**config.mk**
```make
export PLATFORM = sky130hd
export DESIGN_NAME = ape_cover_item_selector
export DESIGN_NICKNAME = d
export VERILOG_FILES = /design/src/rtl/acis_pkg.sv /design/src/rtl/acis_front.sv /design/src/rtl/acis_queue.sv /design/src/rtl/acis_back.sv /design/src/rtl/ape_cover_item_selector.sv
export VERILOG_INCLUDE_DIRS = /design/src /design/src/rtl
export SDC_FILE = /design/constraint.sdc
export NUM_CORES = 1
export LEC_CHECK = 0
export ABC_AREA = 1
export BUFFER_PORTS_ARGS = -buffer_cell sky130_fd_sc_hd__buf_4
export CELL_PAD_IN_SITES_DETAIL_PLACEMENT = 0
export CELL_PAD_IN_SITES_GLOBAL_PLACEMENT = 1
export CORE_ASPECT_RATIO = 1.5
export CORE_MARGIN = 10
export CORE_UTILIZATION = 40
export DETAILED_ROUTE_END_ITERATION = 16
export PLACE_DENSITY = 0.82
export SYNTH_ARGS = -nofsm -noshare
export SYNTH_HDL_FRONTEND = slang
export SYNTH_SLANG_ARGS = --single-unit
```
**constraint.sdc**
```tcl
create_clock -name clk -period 4.5 [get_ports clk]
set_clock_uncertainty 0.1 [all_clocks]
set_input_delay 0.9 -clock clk [delete_from_list [all_inputs] [get_ports clk]]
set_output_delay 0.9 -clock clk [all_outputs]
set_load 0.02 [all_outputs]
```
**src/rtl/ape_cover_item_selector_assert.svh**
```systemverilog
// Assertion macros for the APE cover item selector
`ifndef APE_COVER_ITEM_SELECTOR_ASSERT_SVH
`define APE_COVER_ITEM_SELECTOR_ASSERT_SVH
// Check that a condition implies a consequence in the same cycle
`define ACIS_ASSERT_IMPL(label, clk, rst_n, cond, cons) \
	label: assert property (@(posedge clk) disable iff (!rst_n) (cond) |-> (cons)) \
		else $error("assertion failed");
// Check that a condition implies a consequence in the next cycle
`define ACIS_ASSERT_NEXT(label, clk, rst_n, cond, cons) \
	label: assert property (@(posedge clk) disable iff (!rst_n) (cond) |=> (cons)) \
		else $error("assertion failed");
`endif

```
**src/rtl/acis_pkg.sv**
```systemverilog
// Package for the APE cover item selector: payload types and constants
`timescale 1ns / 1ps
package acis_pkg;
	localparam int unsigned MAX_TAG_BYTES_DEF = 16777216;
	localparam int unsigned KEY_LETTER_LIMIT_DEF = 63;
	localparam int unsigned QUEUE_DEPTH = 4;
	localparam int unsigned HEADER_BYTES = 32;
	localparam logic [63:0] LEAD_MAGIC = 64'h5845474154455041;

	typedef struct packed {
		logic [7:0] data_byte;
		logic       last_byte;
	} in_item_t;

	typedef struct packed {
		logic        found;
		logic [23:0] image_offset;
		logic [23:0] image_length;
		logic [1:0]  image_rank;
	} out_item_t;

	// Classified byte handed from front to back
	typedef struct packed {
		logic [7:0]  data_byte;
		logic        last_byte;
		logic        in_range;
		logic [23:0] position;
		logic        is_letter;
		logic [4:0]  letter_code;
	} cls_item_t;
endpackage

```
**src/rtl/acis_front.sv**
```systemverilog
// Front end: accepts bytes, tracks position, classifies letters
`timescale 1ns / 1ps
module acis_front #(
	parameter int unsigned MAX_TAG_BYTES = acis_pkg::MAX_TAG_BYTES_DEF
) (
	input  logic                 clk,
	input  logic                 arst_n,
	input  logic                 in_valid,
	output logic                 in_ready,
	input  acis_pkg::in_item_t   in_data,
	output logic                 cls_valid,
	input  logic                 cls_ready,
	output acis_pkg::cls_item_t  cls_data
);
	localparam int unsigned PW = $clog2(MAX_TAG_BYTES + 1);
	logic [PW-1:0] pos_q;
	logic [7:0] low_b;
	logic acc;

	assign in_ready = cls_ready;
	assign cls_valid = in_valid;
	assign acc = in_valid && cls_ready;
	// Fold upper case to lower case
	assign low_b = (in_data.data_byte inside {[8'h41:8'h5A]}) ?
		in_data.data_byte + 8'd32 : in_data.data_byte;

	always_comb begin
		cls_data.data_byte = in_data.data_byte;
		cls_data.last_byte = in_data.last_byte;
		cls_data.in_range = (64'(pos_q) < 64'(MAX_TAG_BYTES));
		cls_data.position = 24'(pos_q);
		cls_data.is_letter = (low_b inside {[8'h61:8'h7A]});
		cls_data.letter_code = 5'(low_b - 8'h60);
	end

	// Advance position; restart after the final byte
	always_ff @(posedge clk or negedge arst_n) begin
		if (!arst_n) begin
			pos_q <= '0;
		end else if (acc) begin
			if (in_data.last_byte) pos_q <= '0;
			else if (64'(pos_q) < 64'(MAX_TAG_BYTES)) pos_q <= pos_q + 1'b1;
		end
	end
endmodule

```
**src/rtl/acis_queue.sv**
```systemverilog
// Short FIFO between front and back
`timescale 1ns / 1ps
module acis_queue #(
	parameter int unsigned DEPTH = acis_pkg::QUEUE_DEPTH
) (
	input  logic                clk,
	input  logic                arst_n,
	input  logic                wr_valid,
	output logic                wr_ready,
	input  acis_pkg::cls_item_t wr_data,
	output logic                rd_valid,
	input  logic                rd_ready,
	output acis_pkg::cls_item_t rd_data
);
	localparam int unsigned AW = (DEPTH > 1) ? $clog2(DEPTH) : 1;
	acis_pkg::cls_item_t mem_q [DEPTH];
	logic [AW-1:0] wp_q, rp_q;
	logic [AW:0] cnt_q;
	logic wr, rd;

	assign wr_ready = (cnt_q != (AW+1)'(DEPTH));
	assign rd_valid = (cnt_q != '0);
	assign rd_data = mem_q[rp_q];
	assign wr = wr_valid && wr_ready;
	assign rd = rd_valid && rd_ready;

	// Store entries
	always_ff @(posedge clk) begin
		if (wr) mem_q[wp_q] <= wr_data;
	end

	// Advance pointers and count
	always_ff @(posedge clk or negedge arst_n) begin
		if (!arst_n) begin
			wp_q <= '0;
			rp_q <= '0;
			cnt_q <= '0;
		end else begin
			if (wr) wp_q <= (wp_q == AW'(DEPTH - 1)) ? '0 : wp_q + 1'b1;
			if (rd) rp_q <= (rp_q == AW'(DEPTH - 1)) ? '0 : rp_q + 1'b1;
			cnt_q <= cnt_q + (AW+1)'(wr) - (AW+1)'(rd);
		end
	end
endmodule

```
**src/rtl/acis_back.sv**
```systemverilog
// Back end: item parser, key matching, best image and result register
`timescale 1ns / 1ps
module acis_back #(
	parameter int unsigned KEY_LETTER_LIMIT = acis_pkg::KEY_LETTER_LIMIT_DEF
) (
	input  logic                clk,
	input  logic                arst_n,
	input  logic                cls_valid,
	output logic                cls_ready,
	input  acis_pkg::cls_item_t cls_data,
	output logic                out_valid,
	input  logic                out_ready,
	output acis_pkg::out_item_t out_data
);
	localparam int unsigned LW = $clog2(KEY_LETTER_LIMIT + 1);
	typedef enum logic [2:0] {PH_LEAD, PH_SKIP, PH_HEAD, PH_KEY, PH_VALUE} phase_t;

	phase_t phase_q;
	logic [63:0] lead_q;
	logic [31:0] fcnt_q, vrem_q, nlen_q;
	logic [LW-1:0] lcnt_q;
	logic [34:0] win_q;
	logic [3:0] hits_q;
	logic nend_q;
	logic [23:0] vstart_q;
	logic bvalid_q;
	logic [23:0] boff_q, blen_q;
	logic [1:0] brank_q;
	logic ovalid_q;
	acis_pkg::out_item_t odata_q;
	logic acc;

	assign cls_ready = !ovalid_q || out_ready;
	assign acc = cls_valid && cls_ready;
	assign out_valid = ovalid_q;
	assign out_data = odata_q;

	// Next-state signals of the best-image tracker and parser
	logic [34:0] win_n;
	logic [3:0] hits_n;
	logic fin;
	logic [1:0] rank_c;
	logic [31:0] len_c;
	logic [23:0] off_c;
	logic take;
	logic [63:0] lead_n;
	logic [31:0] vrem_dec;

	always_comb begin
		win_n = {win_q[29:0], cls_data.letter_code};
		hits_n = hits_q;
		if (win_n[24:0] == {5'd3, 5'd15, 5'd22, 5'd5, 5'd18}) hits_n[0] = 1'b1;
		if (win_n == {5'd16, 5'd9, 5'd3, 5'd20, 5'd21, 5'd18, 5'd5}) hits_n[1] = 1'b1;
		if (win_n[24:0] == {5'd6, 5'd18, 5'd15, 5'd14, 5'd20}) hits_n[2] = 1'b1;
		if (win_n[19:0] == {5'd2, 5'd1, 5'd3, 5'd11}) hits_n[3] = 1'b1;
		lead_n = lead_q | (64'(cls_data.data_byte) << {cls_data.position[2:0], 3'b000});
		vrem_dec = vrem_q - 32'd1;
		fin = 1'b0;
		if (phase_q == PH_KEY && cls_data.data_byte == 8'h00 && vrem_q == '0) fin = 1'b1;
		if (phase_q == PH_VALUE && vrem_dec == '0) fin = 1'b1;
		rank_c = hits_q[2] ? 2'd0 : (hits_q[3] ? 2'd2 : 2'd1);
		// In the value phase the final byte's own count is folded in
		if (phase_q == PH_KEY) begin
			len_c = '0;
			off_c = cls_data.position + 24'd1;
		end else if (nend_q) begin
			len_c = fcnt_q + 32'd1;
			off_c = vstart_q + nlen_q[23:0] + 24'd1;
		end else begin
			// A zero as the final value byte leaves an empty image
			len_c = (cls_data.data_byte != 8'h00) ? nlen_q + 32'd1 : fcnt_q;
			off_c = vstart_q;
		end
		take = fin && cls_data.in_range && (hits_q[1:0] != 2'b00) && (len_c != '0) &&
			(!bvalid_q || rank_c < brank_q ||
			 (rank_c == brank_q && len_c[23:0] > blen_q));
	end

	// Hold parse state, best image and the result register
	always_ff @(posedge clk or negedge arst_n) begin
		if (!arst_n) begin
			phase_q <= PH_LEAD;
			lead_q <= '0; fcnt_q <= '0; vrem_q <= '0; nlen_q <= '0;
			lcnt_q <= '0; win_q <= '0; hits_q <= '0; nend_q <= 1'b0;
			vstart_q <= '0; bvalid_q <= 1'b0; boff_q <= '0; blen_q <= '0;
			brank_q <= '0; ovalid_q <= 1'b0; odata_q <= '0;
		end else begin
			if (ovalid_q && out_ready) ovalid_q <= 1'b0;
			if (acc) begin
				if (cls_data.in_range) begin
					case (phase_q)
						PH_LEAD: begin
							lead_q <= lead_n;
							if (cls_data.position[2:0] == 3'd7) begin
								if (lead_n == acis_pkg::LEAD_MAGIC) begin
									phase_q <= PH_SKIP;
								end else begin
									vrem_q <= lead_n[31:0];
									lcnt_q <= '0; win_q <= '0; hits_q <= '0;
									phase_q <= PH_KEY;
								end
							end
						end
						PH_SKIP: begin
							if (cls_data.position + 24'd1 >= 24'(acis_pkg::HEADER_BYTES)) begin
								fcnt_q <= '0; vrem_q <= '0; phase_q <= PH_HEAD;
							end
						end
						PH_HEAD: begin
							if (fcnt_q < 32'd4)
								vrem_q <= vrem_q | (32'(cls_data.data_byte) << {fcnt_q[1:0], 3'b000});
							fcnt_q <= fcnt_q + 32'd1;
							if (fcnt_q + 32'd1 >= 32'd8) begin
								lcnt_q <= '0; win_q <= '0; hits_q <= '0;
								phase_q <= PH_KEY;
							end
						end
						PH_KEY: begin
							if (cls_data.data_byte == 8'h00) begin
								vstart_q <= cls_data.position + 24'd1;
								nend_q <= 1'b0; nlen_q <= '0; fcnt_q <= '0;
								if (fin) begin
									vrem_q <= '0; phase_q <= PH_HEAD;
								end else begin
									phase_q <= PH_VALUE;
								end
							end else if (32'(lcnt_q) < 32'(KEY_LETTER_LIMIT) &&
								cls_data.is_letter) begin
								lcnt_q <= lcnt_q + 1'b1;
								win_q <= win_n;
								hits_q <= hits_n;
							end
						end
						PH_VALUE: begin
							if (nend_q) fcnt_q <= fcnt_q + 32'd1;
							else if (cls_data.data_byte == 8'h00) nend_q <= 1'b1;
							else nlen_q <= nlen_q + 32'd1;
							vrem_q <= vrem_dec;
							if (fin) begin
								fcnt_q <= '0; vrem_q <= '0; phase_q <= PH_HEAD;
							end
						end
						default: phase_q <= PH_LEAD;
					endcase
					if (take) begin
						bvalid_q <= 1'b1; boff_q <= off_c;
						blen_q <= len_c[23:0]; brank_q <= rank_c;
					end
				end
				// Report and restart on the final byte
				if (cls_data.last_byte) begin
					ovalid_q <= 1'b1;
					if (take) begin
						odata_q <= {1'b1, off_c, len_c[23:0], rank_c};
					end else if (bvalid_q) begin
						odata_q <= {1'b1, boff_q, blen_q, brank_q};
					end else begin
						odata_q <= '0;
					end
					phase_q <= PH_LEAD;
					lead_q <= '0; fcnt_q <= '0; vrem_q <= '0; nlen_q <= '0;
					lcnt_q <= '0; win_q <= '0; hits_q <= '0; nend_q <= 1'b0;
					vstart_q <= '0; bvalid_q <= 1'b0; boff_q <= '0; blen_q <= '0;
					brank_q <= '0;
				end
			end
		end
	end
endmodule

```
**src/rtl/ape_cover_item_selector.sv**
```systemverilog
// Top level of the APE cover item selector
//
// Channel | Direction | Payload
// in      | request   | data_byte, last_byte
// out     | result    | found, image_offset, image_length, image_rank
//
// One byte per cycle sustained while results are taken; the back-end parser updates once per byte.
// A result appears in the cycle after its final byte leaves the queue.
// Reset clears parse state, queue pointers and the result register.
// A stalled result stalls the parser; the queue then fills and backs up input.
`timescale 1ns / 1ps
`include "ape_cover_item_selector_assert.svh"
module ape_cover_item_selector #(
	parameter int unsigned MAX_TAG_BYTES = acis_pkg::MAX_TAG_BYTES_DEF,
	parameter int unsigned KEY_LETTER_LIMIT = acis_pkg::KEY_LETTER_LIMIT_DEF
) (
	input  logic                clk,
	input  logic                arst_n,
	input  logic                in_valid,
	output logic                in_ready,
	input  acis_pkg::in_item_t  in_data,
	output logic                out_valid,
	input  logic                out_ready,
	output acis_pkg::out_item_t out_data
);
	acis_pkg::cls_item_t f_data, q_data;
	logic f_valid, f_ready, q_valid, q_ready;

	acis_front #(.MAX_TAG_BYTES(MAX_TAG_BYTES)) u_front (
		.clk, .arst_n, .in_valid, .in_ready, .in_data,
		.cls_valid(f_valid), .cls_ready(f_ready), .cls_data(f_data)
	);
	acis_queue #(.DEPTH(acis_pkg::QUEUE_DEPTH)) u_queue (
		.clk, .arst_n, .wr_valid(f_valid), .wr_ready(f_ready), .wr_data(f_data),
		.rd_valid(q_valid), .rd_ready(q_ready), .rd_data(q_data)
	);
	acis_back #(.KEY_LETTER_LIMIT(KEY_LETTER_LIMIT)) u_back (
		.clk, .arst_n, .cls_valid(q_valid), .cls_ready(q_ready), .cls_data(q_data),
		.out_valid, .out_ready, .out_data
	);

	`ACIS_ASSERT_IMPL(a_nf_zero, clk, arst_n, out_valid && !out_data.found, out_data.image_length == 24'd0 && out_data.image_rank == 2'd0)
	`ACIS_ASSERT_IMPL(a_rank_ok, clk, arst_n, out_valid, out_data.image_rank != 2'd3)
	`ACIS_ASSERT_NEXT(a_out_hold, clk, arst_n, out_valid && !out_ready, out_valid && $stable(out_data))
endmodule
```
==> flow_metrics.py, run 1 <==
metrics = {
    "sta": {
        "hold_viol": 0,
        "max_slew_margin": 0.245,
        "fin_crit_sh": 0.932,
        "finalMaxSlewViolations": 0,
        "worst_pin_slew_ns": 1.13,
        "setup_violations": 0,
        "fmax_mhz": 238,
        "fin_crit_ns": 4.19,
    },
    "clocking": {
        "ctsHoldBuffers": 0,
        "clockBufferDepth": 3,
        "htree_levels": 2,
        "cts.reportedPaths.clkPinSlew_ns": 0.07,
        "clock_latency_ns": 0.66,
        "clockRootBuffer": "clkbuf_16",
        "cts_tree": "built",
        "cts_buffers": 51,
        "clkSinkCount": 503,
    },
    "critical_path": {
        "endpoint": "u_back.out_data[0]",
        "r2r-end": "u_back.out_data[0]",
        "slowest_stage": "dfrtp_2",
        "critPathKind": "flip-flop to flip-flop",
        "worstSetupStartpointType": "flip-flop",
        "worstPathArrival_ns": 4.61,
        "reg2reg_from": "u_queue.rp_q[0]",
        "critical-path-max-stage-delay_ns": 0.46,
        "crit_required_ns": 4.92,
        "cp_common_cell": "nand2_1",
        "worstRegToRegCells": 25,
        "worstSetupStartpoint": "u_queue.rp_q[0]",
        "rrSetupSlack_ns": 0.31,
        "endpoint_kind": "flip-flop",
        "crit_path_max_fanout": 50,
    },
    "final_layout": {
        "layout.nets": 4412,
        "nFillCells": 7973,
        "design_area_mm2": 0.0349,
        "drive_gt1_frac": 0.0748,
        "multi_input_comb_area_mm2": 0.0156,
        "layout_common_cells": "nand2_1, nand3_1, nor2_1, inv_1, dfrtp_1",
        "seq_area_mm2": 0.0133,
        "area_growth_pct": 11.6,
        "layout_commonest_cell": "nand2_1",
        "antenna_cells": 0,
        "fin_util": 0.450,
    },
    "die": {
        "dieWidth_um": 248,
        "num_rows": 125,
        "design.die.area_mm2": 0.0900,
        "top_level_ports": 66,
        "initial_core_util": 0.403,
        "die_y_um": 362,
        "core_area_mm2": 0.0776,
    },
    "worst_hold_path": {
        "hold_path_class": "input pin to async pin",
    },
    "flow_run": {
        "maxCapViolations": 0,
    },
    "global_routing": {
        "grt_pass1_wl_um": 161000,
        "track_usage": 0.224,
        "grt_pass1_vias": 28400,
        "antenna_found_initial": 0,
        "grt.overflow.total": 0,
        "grt_max_degree": 104,
    },
    "synthesis": {
        "ys_warn_count": 0,
        "syn-cell-area_mm2": 0.0313,
        "syn_nets": 4414,
        "synth_edf_count": 140,
        "yosysSeqAreaShare": 0.425,
        "syn_area_per_cell_um2": 7.22,
        "synthFlopType": "dfrtp_1",
        "ys_types": 59,
        "synthArstFlopShare": 0.722,
        "syn_inst": 4330,
        "synth_seq_cells": 503,
    },
    "route": {
        "drc_errors": 0,
        "wl_per_cell_um": 19.0,
        "routed_wl_um": 102000,
        "vias_per_cell": 5.42,
        "drt_first_iter_violations": 2190,
        "vias": 29200,
        "detail-route-antenna-nets": 0,
        "dr.pass1.iters": 6,
    },
    "power_and_ir_drop": {
        "pwr-share-seq": 0.279,
        "p_leak_nw": 16.5,
        "comb_power_share": 0.494,
        "intPower_w": 0.0107,
        "powerDensity_mw_per_mm2": 598,
        "clkPwrFrac": 0.228,
        "p_sw_frac": 0.489,
        "p_switching_w": 0.0102,
        "irDropWorstVdd_mv": 0.504,
    },
    "status": {
        "status": "finished, final reports clean",
    },
    "placement": {
        "placed_cell_area_mm2": 0.0329,
        "io_buffers": 65,
        "gp_congestion": 0.975,
        "place_hpwl_um": 74000,
    },
}
## through the flow
stage | setup WS, ns | instances | hold WS, ns | TNS (ns) | total power, W
2_1_floorplan | 0.980 | 4330 | 0.348 | 0 | 0.0127
3_3_place_gp | -0.00824 | 5290 | 0.359 | -0.0358 | 0.0160
3_5_place_dp | -0.0702 | 5290 | 0.366 | -3.00 | 0.0161
4_1_cts | 0.0394 | 5386 | 0.145 | 0 | 0.0209
5_1_grt | -0.00805 | 5387 | 0.171 | -0.0176 | 0.0222
6_report | 0.306 | 5387 | 0.134 | 0 | 0.0209
## worst max-delay path, delay by kind of cell (launching register included)
family / cells / cell delay, ns
AND/OR/NAND/NOR: 18 / 2.34
buffers and inverters: 5 / 0.72
flip-flops: 1 / 0.46
adder cells (fa/ha/maj): 1 / 0.27
AO/OA/AOI/OAI: 1 / 0.12
## cell usage after synthesis (3+ instances only)
| cell | count | area share |
|---|---|---|
| a21o_1 | 5 | 0.0012 |
| a21oi_1 | 190 | 0.030 |
| a22o_1 | 8 | 0.0022 |
| a31oi_1 | 19 | 0.0038 |
| a32o_1 | 5 | 0.0016 |
| and2_1 | 4 | 0.00080 |
| buf_1 | 7 | 0.00084 |
| buf_2 | 44 | 0.0070 |
| buf_4 | 19 | 0.0046 |
| buf_6 | 11 | 0.0040 |
| clkbuf_1 | 128 | 0.015 |
| clkbuf_2 | 3 | 0.00048 |
| clkinv_1 | 7 | 0.00084 |
| dfrtp_1 | 363 | 0.29 |
| edfxtp_1 | 140 | 0.13 |
| ha_1 | 69 | 0.028 |
| inv_1 | 387 | 0.046 |
| inv_2 | 10 | 0.0012 |
| nand2_1 | 1278 | 0.15 |
| nand2_2 | 7 | 0.0014 |
| nand3_1 | 457 | 0.073 |
| nand3b_1 | 19 | 0.0046 |
| nand4_1 | 143 | 0.029 |
| nand4_2 | 3 | 0.0012 |
| nor2_1 | 453 | 0.054 |
| nor2_2 | 7 | 0.0014 |
| nor2_4 | 3 | 0.0011 |
| nor3_1 | 56 | 0.0090 |
| nor4_1 | 22 | 0.0044 |
| o211ai_1 | 3 | 0.00072 |
| o21a_1 | 5 | 0.0012 |
| o21ai_0 | 236 | 0.038 |
| o21ai_1 | 33 | 0.0053 |
| o21bai_1 | 46 | 0.011 |
| o22ai_1 | 23 | 0.0046 |
| or2_2 | 4 | 0.00080 |
| xnor2_1 | 22 | 0.0062 |
| xor2_1 | 62 | 0.017 |
## sequential cells by signal, indices dropped and copies added (netlist names), 2 cells and up
signal	flops
u_queue.cnt_q	3
u_back.out_data	51
u_back.fcnt_q	32
u_front.pos_q	25
u_queue.wp_q	2
u_back.vrem_q	32
u_back.hits_q	4
u_back.blen_q	24
u_queue.rp_q	2
u_queue.mem_q	140
u_back.brank_q	2
u_back.win_q	30
u_back.lcnt_q	6
u_back.nlen_q	32
u_back.vstart_q	24
u_back.lead_q	64
u_back.boff_q	24
u_back.phase_q	3
## power by group through the flow
stage,sequential [W],clock [W],combinational (W)
after floorplan,0.00575,0,0.00690
after detailed placement,0.00589,0,0.0102
after global placement,0.00588,0,0.0102
after CTS,0.00581,0.00485,0.0102
final,0.00581,0.00475,0.0103
after global routing,0.00588,0.00502,0.0113
## worst min-delay path by stage
stage | startpoint | to | slack, ns | cells after the start
6_report | arst_n | u_queue.wp_q[0] | 0.13 | 1
5_1_grt | arst_n | u_queue.wp_q[1] | 0.17 | 1
4_1_cts | arst_n | u_queue.wp_q[0] | 0.15 | 1
3_5_place_dp | u_back.lead_q[11] | u_back.lead_q[11] | 0.37 | 2
3_3_place_gp | u_back.lead_q[38] | u_back.lead_q[38] | 0.36 | 2
2_1_floorplan | u_back.lead_q[0] | u_back.lead_q[0] | 0.35 | 2
## what timing repair did
item                                    in CTS  in global routing
pin swaps                                    0                  2
resized for setup                            1                 33
endpoints found under the setup margin     101                152
setup buffers                                0                  1
## layer usage
metal,vias up,global-route usage,part of all wire
met2,853,0.391,0.50
met1,13800,0.264,0.40
met3,262,0.0272,0.047
met4,0,0.114,0.055
met5,-,0,0
li1,14300,-,-
## cell families after synthesis
logic type / count (synthesis) / synth area share
compound gates: 588 / 0.104
xor+xnor: 84 / 0.0235
fa+ha+maj: 71 / 0.0289
buf+inv: 617 / 0.0809
flops: 503 / 0.425
simple gates: 2467 / 0.338
## layout make-up
class | instances | area share
Timing Repair Buffer | 157 | 0.0379
Clock inverter | 37 | 0.0150
Inverter | 405 | 0.0437
Sequential cell | 503 | 0.381
Clock buffer | 59 | 0.0377
Tap cell | 1016 | 0.0364
Multi-Input combinational cell | 3210 | 0.448
(Power assumes the default switching activity.)
==> run 2, diff against run 1 <==
Settings changed: SYNTH_HIERARCHICAL from default to 1.
==> run 2 against run 1 <==
Synthesized cell count increased by 4.3%; sequential cell count increased by 20; hold slack improved by 0.013 ns; area after synthesis increased by 5.0%; cell area increased by 8.8%; die area increased by 4.7%; global-route usage increased by 1.5 points; cell count increased by 7.0%; critical path depth increased by 2; wire length increased by 12%; sequential share of layout area decreased by 1.5 points; critical endpoint is now u_back/blen_q[18]; largest cell class unchanged; largest power group unchanged.
==> flow_metrics.py, run 2 <==
metrics = {
    "status": {
        "status": "finished, final reports clean",
    },
    "clocking": {
        "clockRootBuffer": "clkbuf_16",
        "cts_buffers": 56,
        "ctsHoldBuffers": 0,
        "cts.reportedPaths.clkPinSlew_ns": 0.06,
        "clkSinkCount": 523,
        "clock_latency_ns": 0.66,
        "htree_levels": 2,
        "clockBufferDepth": 3,
        "cts_tree": "built",
    },
    "placement": {
        "dp_slack_ns": -0.137,
        "placed_cell_area_mm2": 0.0358,
        "place_hpwl_um": 83700,
        "placed_cells": 5647,
        "io_buffers": 65,
        "gp_congestion": 0.977,
    },
    "synthesis": {
        "yosysSeqAreaShare": 0.423,
        "syn_inst": 4516,
        "synth_top_area_frac": 0.277,
        "synth.most_common_cell": "nand2_1",
        "synthFlopType": "dfrtp_1",
        "syn_area_per_cell_um2": 7.27,
        "synthArstFlopShare": 0.694,
        "synth_area_leaders": "dfrtp_1, nand2_1, edfxtp_1",
        "ys_types": 59,
        "yosysTopAreaCell": "dfrtp_1",
        "ys_warn_count": 6,
        "syn_nets": 4598,
        "synth_seq_cells": 523,
        "syn-cell-area_mm2": 0.0328,
        "synthTopCellsByCount": "nand2_1, inv_1, nand3_1",
        "synth_edf_count": 160,
    },
    "route": {
        "drt_first_iter_violations": 2212,
        "vias": 30600,
        "vias_per_cell": 5.32,
        "drc_errors": 0,
        "wl_per_cell_um": 19.8,
        "dr.pass1.iters": 5,
        "routed_wl_um": 114000,
        "detail-route-antenna-nets": 0,
    },
    "final_layout": {
        "layout_common_cells": "nand2_1, inv_1, nand3_1, dfrtp_1, nor2_1",
        "antenna_cells": 0,
        "area_growth_pct": 15.6,
        "layout.nets": 4760,
        "drive_gt1_frac": 0.127,
        "nFillCells": 8219,
        "design_area_mm2": 0.0380,
        "largest_reg_flops": 160,
        "fin_cells": 5763,
        "layout_commonest_cell": "nand2_1",
        "top_register": "u_queue/mem_q",
    },
    "power_and_ir_drop": {
        "p_leak_nw": 18.1,
        "irDropWorstVdd_mv": 0.641,
        "powerDensity_mw_per_mm2": 704,
    },
    "critical_path": {
        "r2r-end": "u_back/blen_q[18]",
        "slowest_stage": "dfrtp_4",
        "crit_path_max_fanout": 18,
        "critical-path-max-stage-delay_ns": 0.53,
        "worstPathArrival_ns": 4.79,
        "worstRegToRegCells": 27,
        "worstSetupStartpointType": "flip-flop",
        "critPathKind": "flip-flop to flip-flop",
        "endpoint_kind": "flip-flop",
        "rrSetupSlack_ns": 0.12,
        "crit_required_ns": 4.91,
        "reg2reg_from": "u_queue/rp_q[0]",
        "cp_common_cell": "nand2_1",
    },
    "global_routing": {
        "grt_pass1_vias": 29900,
        "grt_pass1_wl_um": 175000,
        "track_usage": 0.239,
        "grt_util_met3": 0.0266,
        "grt_max_degree": 93,
        "antenna_found_initial": 0,
        "busiest_layer": "met2",
        "grt.overflow.total": 0,
        "grtUsageMet1": 0.276,
        "use_met2": 0.420,
    },
    "sta": {
        "finalWorstSetupSlack_ns": 0.123,
        "setup_violations": 0,
        "rsz0062_at_grt": "yes",
        "finalMaxSlewViolations": 0,
        "fin_crit_sh": 0.973,
        "fin_crit_ns": 4.38,
        "worst_pin_slew_ns": 1.07,
        "fmax_mhz": 228,
        "max_slew_margin": 0.289,
        "hold_viol": 0,
    },
    "die": {
        "top_level_ports": 66,
        "design.die.area_mm2": 0.0942,
        "die_y_um": 371,
        "dieWidth_um": 254,
        "num_rows": 128,
        "initial_core_util": 0.404,
        "core_area_mm2": 0.0814,
    },
    "flow_run": {
        "maxCapViolations": 0,
    },
    "worst_hold_path": {
        "hold_path_class": "input pin to async pin",
    },
}
## run 2: cell count changes after synthesis, moves of 17 or more
cell and change:
o211ai_1 +49, edfxtp_1 +20, nand4_1 -26, buf_4 +30
nand3_1 -74, nand2_1 +163, inv_1 +132, o21ai_0 -39
xor2_1 -28, nand2_2 +32, o211ai_2 +40, a21boi_0 +17
nor2_1 -87
## run 2: worst max path at each step
| stage | endpoint | startpoint | depth (start not counted) |
|---|---|---|---|
| 2_1_floorplan | u_back/bvalid_q | u_queue/rp_q[0] | 28 |
| 3_3_place_gp | u_back/out_data[5] | u_queue/rp_q[0] | 27 |
| 3_5_place_dp | u_back/out_data[4] | u_queue/rp_q[0] | 27 |
| 4_1_cts | u_back/boff_q[23] | u_queue/rp_q[0] | 27 |
| 5_1_grt | u_back/blen_q[18] | u_queue/rp_q[0] | 27 |
| 6_report | u_back/blen_q[18] | u_queue/rp_q[0] | 27 |
## run 2: logic make-up after synthesis
logic type                 after synthesis  synth area share
xor gates and xnor gates                44            0.0117
adders and majority gates               69            0.0268
and+or+nand+nor                       2480             0.322
buffers and inverters                  775            0.0995
DFF                                    523             0.423
AOI/OAI and AO/OA                      625             0.117
## run 2: what timing repair did
item,4_1_cts,5_1_grt
hold endpoints to repair,0,0
buffers inserted,3,3
endpoints found under the setup margin,143,181
pin swaps,0,12
gates cloned,0,7
resized for setup,4,38
## run 2: layout make-up
class / count / area (um^2) / area share
repair buffers: 342 / 3040 / 0.0800
multi-input cells: 3219 / 15900 / 0.419
clock inverters: 22 / 279 / 0.00735
inverters: 536 / 2020 / 0.0531
well taps: 1040 / 1300 / 0.0343
clock buffers: 81 / 1550 / 0.0407
flip-flops and latches: 523 / 13900 / 0.366
## run 2: routing by layer
layer  up-vias  share of wire  wire (um)
li1      15000              -          -
met1     14500           0.39      44100
met2       848           0.50      57500
met3       267          0.046       5200
met4         0          0.065       7440
met5         -              0          0
## run 2: worst max-delay path, delay by kind of cell, from the launching register on
kind | cells | cell delay (ns)
and+or+nand+nor | 16 | 2.09
DFF | 1 | 0.53
AOI/OAI and AO/OA | 3 | 0.30
buffers and inverters | 7 | 0.93
adders and majority gates | 1 | 0.28
## run 2: through the flow
step            util  TNS, ns  power, W  hold WS, ns
5_1_grt        0.467    -3.18    0.0286        0.252
4_1_cts        0.463        0    0.0263        0.235
3_3_place_gp   0.440    -1.78    0.0214        0.360
6_report       0.467        0    0.0267        0.147
2_1_floorplan      -        0    0.0153        0.342
3_5_place_dp   0.440    -9.21    0.0214        0.359
## run 2: power by group
part / total (W) / internal (W) / switching, W
registers: 0.00659 / 0.00592 / 0.000663
clock network: 0.00470 / 0.00263 / 0.00207
logic: 0.0155 / 0.00522 / 0.0102
total: 0.0267 / 0.0138 / 0.0130
